## src/rtl/core/ndc_pkg.sv

```systemverilog
package ndc_pkg;

  // stack geometry
  localparam int STACK_DEPTH = 16;
  localparam int CNT_W       = $clog2(STACK_DEPTH + 1);
  localparam int DEPTH_W     = 5;

  // config register map (index = paddr[3:2])
  localparam int CFG_AW = 4;
  localparam logic [1:0] REG_OPEN_CHAR  = 2'd0;
  localparam logic [1:0] REG_CLOSE_CHAR = 2'd1;
  localparam logic [1:0] REG_CORE_CHAR  = 2'd2;

  localparam logic [7:0] OPEN_CHAR_RST  = 8'd91;
  localparam logic [7:0] CLOSE_CHAR_RST = 8'd93;
  localparam logic [7:0] CORE_CHAR_RST  = 8'd126;

  typedef enum logic [1:0] {
    TOK_OPEN   = 2'd0,
    TOK_CDELIM = 2'd1,
    TOK_CORE   = 2'd2
  } tok_t;

  typedef enum logic [2:0] {
    CLS_PAD      = 3'd0,
    CLS_CDELIM   = 3'd1,
    CLS_PREFIX   = 3'd2,
    CLS_CORETEXT = 3'd3,
    CLS_POSTFIX  = 3'd4,
    CLS_PLAIN    = 3'd5
  } cls_t;

  // per-cell move
  typedef enum logic [1:0] {
    CELL_HOLD,
    CELL_SHIFT_DOWN,  // take from the cell nearer the top (push)
    CELL_SHIFT_UP     // take from the cell further down (pop)
  } cell_op_t;

  typedef struct packed {
    logic push;
    logic pop;
    logic replace;
    tok_t tok;
  } stack_cmd_t;

  typedef struct packed {
    logic [7:0] open_char;
    logic [7:0] close_char;
    logic [7:0] core_char;
  } cfg_t;

  // packs straight into the low bits of out_tdata
  typedef struct packed {
    logic [DEPTH_W-1:0] depth;
    logic               ovf;
    cls_t               cls;
  } result_t;

endpackage

```

## src/rtl/core/ndc_cell.sv

```systemverilog
module ndc_cell (
  input  logic             clk,
  input  ndc_pkg::cell_op_t op,
  input  ndc_pkg::tok_t    from_up,
  input  ndc_pkg::tok_t    from_down,
  output ndc_pkg::tok_t    tok
);
  import ndc_pkg::*;

  tok_t tok_r;

  always_ff @(posedge clk) begin
    case (op)
      CELL_SHIFT_DOWN: tok_r <= from_up;
      CELL_SHIFT_UP:   tok_r <= from_down;
      default:         tok_r <= tok_r;
    endcase
  end

  assign tok = tok_r;

endmodule

```

## src/rtl/core/ndc_ctrl.sv

```systemverilog
module ndc_ctrl (
  input  logic                clk,
  input  logic                rst_n,
  input  ndc_pkg::cfg_t       cfg,
  input  logic                in_valid,
  output logic                in_ready,
  input  logic [7:0]          in_char,
  input  ndc_pkg::tok_t       top_tok,
  output ndc_pkg::stack_cmd_t cmd,
  output logic                out_valid,
  input  logic                out_ready,
  output ndc_pkg::result_t    out_res
);
  import ndc_pkg::*;

  typedef enum logic {ST_IDLE, ST_POP} state_t;

  state_t           state_r, state_nxt;
  logic [CNT_W-1:0] cnt_r, cnt_nxt;
  logic [CNT_W-1:0] open_cnt_r, open_cnt_nxt;
  logic             out_v_r, hold_v_r;
  result_t          out_res_r, hold_res_r;

  logic             accept;
  logic             has_room;
  logic             res_fire;
  result_t          res;

  assign in_ready = (state_r == ST_IDLE) && !hold_v_r;
  assign accept   = in_valid && in_ready;
  assign has_room = cnt_r < CNT_W'(STACK_DEPTH);

  always_comb begin
    state_nxt    = state_r;
    cnt_nxt      = cnt_r;
    open_cnt_nxt = open_cnt_r;
    cmd          = '0;
    cmd.tok      = TOK_OPEN;
    res_fire     = 1'b0;
    res          = '0;
    res.cls      = CLS_PLAIN;
    unique case (state_r)
      ST_IDLE: begin
        if (accept) begin
          res_fire = 1'b1;
          if (in_char == cfg.open_char) begin
            res.cls = CLS_PAD;
            if (has_room) begin
              cmd.push     = 1'b1;
              cmd.tok      = TOK_OPEN;
              cnt_nxt      = cnt_r + CNT_W'(1);
              open_cnt_nxt = open_cnt_r + CNT_W'(1);
            end else begin
              res.ovf = 1'b1;
            end
          end else if (in_char == cfg.close_char) begin
            res.cls = CLS_PAD;
            // unwind one token a cycle down to the open-pad
            if (open_cnt_r != '0) begin
              res_fire  = 1'b0;
              state_nxt = ST_POP;
            end
          end else if (in_char == cfg.core_char) begin
            res.cls = CLS_CDELIM;
            if (cnt_r != '0 && top_tok == TOK_CDELIM) begin
              cmd.replace = 1'b1;
              cmd.tok     = TOK_CORE;
            end else if (has_room) begin
              cmd.push = 1'b1;
              cmd.tok  = TOK_CDELIM;
              cnt_nxt  = cnt_r + CNT_W'(1);
            end else begin
              res.ovf = 1'b1;
            end
          end else if (cnt_r == '0) begin
            res.cls = CLS_PLAIN;
          end else begin
            case (top_tok)
              TOK_OPEN:   res.cls = CLS_PREFIX;
              TOK_CDELIM: res.cls = CLS_CORETEXT;
              TOK_CORE:   res.cls = CLS_POSTFIX;
              default:    res.cls = CLS_PLAIN;
            endcase
          end
        end
      end
      ST_POP: begin
        cmd.pop = 1'b1;
        cnt_nxt = cnt_r - CNT_W'(1);
        if (top_tok == TOK_OPEN) begin
          open_cnt_nxt = open_cnt_r - CNT_W'(1);
          res_fire     = 1'b1;
          res.cls      = CLS_PAD;
          state_nxt    = ST_IDLE;
        end
      end
      default: state_nxt = ST_IDLE;
    endcase
    res.depth = DEPTH_W'(cnt_nxt);
  end

  always_ff @(posedge clk) begin
    if (!rst_n) begin
      state_r    <= ST_IDLE;
      cnt_r      <= '0;
      open_cnt_r <= '0;
      out_v_r    <= 1'b0;
      hold_v_r   <= 1'b0;
    end else begin
      state_r    <= state_nxt;
      cnt_r      <= cnt_nxt;
      open_cnt_r <= open_cnt_nxt;
      if (res_fire) begin
        if (out_v_r && !out_ready) begin
          hold_res_r <= res;
          hold_v_r   <= 1'b1;
        end else begin
          out_res_r <= res;
          out_v_r   <= 1'b1;
        end
      end else if (out_v_r && out_ready) begin
        if (hold_v_r) begin
          out_res_r <= hold_res_r;
          hold_v_r  <= 1'b0;
        end else begin
          out_v_r <= 1'b0;
        end
      end
    end
  end

  assign out_valid = out_v_r;
  assign out_res   = out_res_r;

endmodule

```

## src/rtl/core/nested_delimiter_classifier_unit.sv

```systemverilog
// Nested delimiter classifier.
// Input channel (in_*): one text character per transaction in in_tdata[7:0].
// Output channel (out_*): one classification per input transaction, in order:
//   out_tdata[2:0] char class, [3] overflow, [8:4] stack depth, [15:9] zero.
// Config (cfg_*): APB-style, pready tied high. Byte address 0 open char,
//   4 close char, 8 core char (low 8 bits of the word). Write only while idle.
// Timing: the result is registered in the output slot, or in the hold slot
//   while out_tready is low. A close char with an open-pad on the stack
//   unwinds the token stack one token per cycle through the cell chain and
//   takes no new input meanwhile. All other characters: one item per cycle
//   while the output is not stalled.
// The stack is a chain of 16 cells, top at cell 0; pushes shift the chain
//   down, pops shift it up. Count and open-pad count sit in the controller.
// Reset (rst_n, sync, active low) empties the stack, restores the default
//   characters and drops any result in flight.
// Output stall: a second result slot lets one more transaction be taken
//   while out_tready is low; after that in_tready drops until space frees.
module nested_delimiter_classifier_unit (
  input  logic                        clk,
  input  logic                        rst_n,
  // input stream
  input  logic                        in_tvalid,
  output logic                        in_tready,
  input  logic [7:0]                  in_tdata,   // [7:0] char_code
  // result stream
  output logic                        out_tvalid,
  input  logic                        out_tready,
  output logic [15:0]                 out_tdata,  // [2:0] char_class, [3] overflow,
                                                  // [8:4] depth, [15:9] zero
  // config port
  input  logic                        cfg_psel,
  input  logic                        cfg_penable,
  input  logic                        cfg_pwrite,
  input  logic [ndc_pkg::CFG_AW-1:0]  cfg_paddr,
  input  logic [31:0]                 cfg_pwdata,
  output logic [31:0]                 cfg_prdata,
  output logic                        cfg_pready
);
  import ndc_pkg::*;

  cfg_t       cfg_r;
  logic       cfg_wr;
  logic [1:0] cfg_idx;

  stack_cmd_t cmd;
  tok_t       cell_tok [STACK_DEPTH];
  result_t    out_res;

  // ---------------- config registers ----------------
  assign cfg_pready = 1'b1;
  assign cfg_idx    = cfg_paddr[3:2];
  assign cfg_wr     = cfg_psel && cfg_penable && cfg_pwrite && cfg_pready;

  always_ff @(posedge clk) begin
    if (!rst_n) begin
      cfg_r.open_char  <= OPEN_CHAR_RST;
      cfg_r.close_char <= CLOSE_CHAR_RST;
      cfg_r.core_char  <= CORE_CHAR_RST;
    end else if (cfg_wr) begin
      unique case (cfg_idx)
        REG_OPEN_CHAR:  cfg_r.open_char  <= cfg_pwdata[7:0];
        REG_CLOSE_CHAR: cfg_r.close_char <= cfg_pwdata[7:0];
        REG_CORE_CHAR:  cfg_r.core_char  <= cfg_pwdata[7:0];
        default: ;  // unmapped: ignored
      endcase
    end
  end

  always_comb begin
    unique case (cfg_idx)
      REG_OPEN_CHAR:  cfg_prdata = {24'd0, cfg_r.open_char};
      REG_CLOSE_CHAR: cfg_prdata = {24'd0, cfg_r.close_char};
      REG_CORE_CHAR:  cfg_prdata = {24'd0, cfg_r.core_char};
      default:        cfg_prdata = '0;
    endcase
  end

  // ---------------- controller ----------------
  ndc_ctrl u_ctrl (
    .clk       (clk),
    .rst_n     (rst_n),
    .cfg       (cfg_r),
    .in_valid  (in_tvalid),
    .in_ready  (in_tready),
    .in_char   (in_tdata),
    .top_tok   (cell_tok[0]),
    .cmd       (cmd),
    .out_valid (out_tvalid),
    .out_ready (out_tready),
    .out_res   (out_res)
  );

  assign out_tdata = {7'd0, out_res};

  // ---------------- token stack: chain of cells ----------------
  // Entries at or beyond the count hold stale tokens; they are never read.
  for (genvar i = 0; i < STACK_DEPTH; i++) begin : g_cell
    tok_t     from_up;
    tok_t     from_down;
    cell_op_t op;

    if (i == 0) begin : g_top
      assign from_up = cmd.tok;
      assign op = (cmd.push || cmd.replace) ? CELL_SHIFT_DOWN :
                  cmd.pop ? CELL_SHIFT_UP : CELL_HOLD;
    end else begin : g_mid
      assign from_up = cell_tok[i-1];
      assign op = cmd.push ? CELL_SHIFT_DOWN :
                  cmd.pop  ? CELL_SHIFT_UP : CELL_HOLD;
    end

    if (i == STACK_DEPTH - 1) begin : g_bot
      assign from_down = cell_tok[i];
    end else begin : g_link
      assign from_down = cell_tok[i+1];
    end

    ndc_cell u_cell (
      .clk       (clk),
      .op        (op),
      .from_up   (from_up),
      .from_down (from_down),
      .tok       (cell_tok[i])
    );
  end

endmodule

```

## config.mk

```make
export PLATFORM = sky130hd
export DESIGN_NAME = nested_delimiter_classifier_unit
export DESIGN_NICKNAME = d
export VERILOG_FILES = /design/src/rtl/core/ndc_pkg.sv /design/src/rtl/core/ndc_cell.sv /design/src/rtl/core/ndc_ctrl.sv /design/src/rtl/core/nested_delimiter_classifier_unit.sv
export SDC_FILE = /design/constraint.sdc
export NUM_CORES = 1
export LEC_CHECK = 0
export ABC_AREA = 1
export BUFFER_PORTS_ARGS = -buffer_cell sky130_fd_sc_hd__clkbuf_2
export CAP_MARGIN = 10
export CORE_MARGIN = 1.5
export CORE_UTILIZATION = 45
export CTS_CLUSTER_SIZE = 14
export DETAILED_ROUTE_END_ITERATION = 10
export PLACE_DENSITY = 0.7
export SYNTH_ARGS = -nofsm -noshare
export SYNTH_HDL_FRONTEND = slang
export SYNTH_HIERARCHICAL = 1
export SYNTH_SLANG_ARGS = --single-unit
```

## constraint.sdc

```tcl
create_clock -name clk -period 3.2 [get_ports clk]
set_clock_uncertainty 0.15 [all_clocks]
set_input_delay 0.96 -clock clk [delete_from_list [all_inputs] [get_ports clk]]
set_output_delay 0.96 -clock clk [all_outputs]
set_load 0.02 [all_outputs]
```

==> reports/qor.yml <==
finalWirelength_um: 10400
setup_viol_count_final: 0
ys_seq_area_frac: 0.430
ant_nets: 0
ir_worst_vdd_mv: 0.243
worstRegToRegCells: 14
hpwl_um: 7780
synth-seq-cells: 87
drv_slew: 0
netlist_instances: 683
htree_levels: 3
synthFlopType: "edfxtp_1"
cts_resized: 0
fin_cells: 883
grt_pass1_vias: 4037
p_sw_w: 0.000618
dp.cells: 867
synth_common_cells: "nand2_1 (258), inv_1 (96), edfxtp_1 (50)"
grt.total_usage: 0.179
vias: 4198
synth_top_area_share: 0.288
antenna_found_initial: 0
grt_overflow_total: 0
fp.dieH_um: 111
path_clk_slew_ps: 60
start_util: 0.459
seq_power_share: 0.478
avgSynthCellArea_um2: 7.64
io_pins: 102
max_freq_ghz: 0.339
fin_tns_setup_ps: 0
max-cap-violations: 0
synth_cell_type_count: 35
diodes: 0
max_stage_delay_ps: 280
drt_first_iter_violations: 271
vias_per_cell: 4.75
rows: 39
min_period_ps: 2950
path_max_fanout: 12
final.fill_count: 1059
cp.arrival_ps: 1840
syn_area_mm2: 0.00522
crit_top_cell: "clkbuf_2"
synth-edff-count: 50
cts_tree: "built"
p_int_w: 0.00191
finalCritPeriodShare: 0.921
hold_depth: 1
holdBufCountCts: 0
die_w_um: 111
yosys_warnings: 6
fp.coreArea_mm2: 0.0114
grt_pass1_wl_um: 17700
drive_gt1_frac: 0.153
clock-sinks: 87
synthArstFlopShare: 0
clock_power_share: 0.424
drtPass1Iterations: 5
cp_slowest_cell: "nor2_4"
synth_area_leader_cell: "edfxtp_1"
power_switching_share: 0.245
die_area_mm2: 0.0123
cts_made_buffers: 9
p_per_area_mw_per_mm2: 436
status: "complete, no violations"
comb_power_share: 0.098
required_ps: 2090
areaGrowthSynthToFinish_pct: 11.0
cellLeakagePower_nw: 2.92
fin_util: 0.510
hold_path_class: "reg2reg"
gp_congestion: 0.846
p_total_w: 0.00253
crit_type: "in2out"
root_buffer: "clkbuf_16"
clk_latency_ps: 340
hold_violations: 0
start_kind: "input port"
post_cts_buffers: 0
grt_max_degree: 31
port_buffers: 43
rsz0062_at_grt: "false"
drc_errors: 0
crit_chain: "clkbuf_2 -> inv_2 -> nor2_4 -> nand2_1 -> nand3_1 -> clkbuf_2"
synth_area_leaders: "edfxtp_1 (29%), nand2_1 (19%), dfxtp_1 (14%)"
nets: 809
cp-end-kind: "primary output"
yosysMostFrequentCell: "nand2_1"
post_drt_wl_per_cell_um: 11.8
cts_max_path_buffers: 2
stage by stage:
stage,worst slack [ps],hold slack [ps],cell area [µm²]
after floorplan,129,279,5340
after global placement,53.8,289,5480
after detailed placement,12.2,300,5480
after CTS,253,315,5790
after global routing,118,316,5790
final,254,316,5790
power groups by stage:
stage	combinational [W]	clock [W]	sequential (W)
floorplan	0.000199	0	0.00124
global placement	0.000239	0	0.00123
detailed placement	0.000246	0	0.00123
CTS	0.000247	0.00110	0.00121
global route	0.000272	0.00115	0.00121
finish	0.000247	0.00107	0.00121
worst paths after layout:
path | slack, ps | end | start
setup / recovery | 250 | cfg_prdata[4] | cfg_paddr[2]
hold / removal | 320 | u_ctrl/open_cnt_r[4] | u_ctrl/open_cnt_r[4]
setup reg to reg | 560 | g_cell[1].u_cell/tok[0] | u_ctrl/cnt_r[0]
hold reg to reg | 320 | u_ctrl/open_cnt_r[4] | u_ctrl/open_cnt_r[4]
placed cells by master, fill, tap and decap left out, drive strengths merged:
cell type,Yosys,final
fa,1,1
conb,2,32
nand3,47,47
nor2,51,51
dfxtp,37,37
edfxtp,50,50
ha,22,22
buf,42,11
nand3b,2,2
or2,3,3
clkbuf,1,55
nand2,271,271
xor2,3,3
xnor2,11,11
inv,105,107
o21ai,12,12
nand4,2,2
o31ai,2,2
clkinv,0,2
nor4,2,2
a21oi,17,17
kinds of logic after synthesis:
group / after synthesis / share of synthesized area
flip-flops: 87 / 0.430
adder cells (fa/ha/maj): 23 / 0.0566
AO/OA/AOI/OAI: 31 / 0.0324
other: 2 / 0.00144
AND/OR/NAND/NOR: 378 / 0.315
XOR/XNOR: 14 / 0.0235
buffers and inverters: 148 / 0.141
layout make-up:
class	instances	area (µm²)	share of cell area
flip-flops and latches	87	2240	0.387
well taps	143	179	0.0309
clock inverters	4	23.8	0.00410
multi-input cells	478	2360	0.407
repair buffers	54	310	0.0536
clock buffers	12	289	0.0499
inverters	105	394	0.0680
worst max-delay path: cells and delay by family:
kind                   cells  cell delay, ps
buffers and inverters      3             380
AND/OR/NAND/NOR            3             480
sequential cells by signal (all words and copies together), names as in the netlist:
register	cells
u_ctrl/open_cnt_r	5
u_ctrl/out_valid	1
u_ctrl/out_res	9
u_ctrl/state_r	1
u_ctrl/hold_v_r	1
cfg_r	24
u_ctrl/cnt_r	5
g_cell.u_cell/tok	32
u_ctrl/hold_res_r	9
per-layer routing:
metal | GRT usage | share of wire | up-vias
li1 | - | - | 2150
met3 | 0.0290 | 0.046 | 11
met1 | 0.217 | 0.44 | 1919
met5 | 0 | 0 | -
met2 | 0.312 | 0.50 | 118
met4 | 0.0812 | 0.017 | 0
Note: power is estimated with default switching activity, not from simulation.
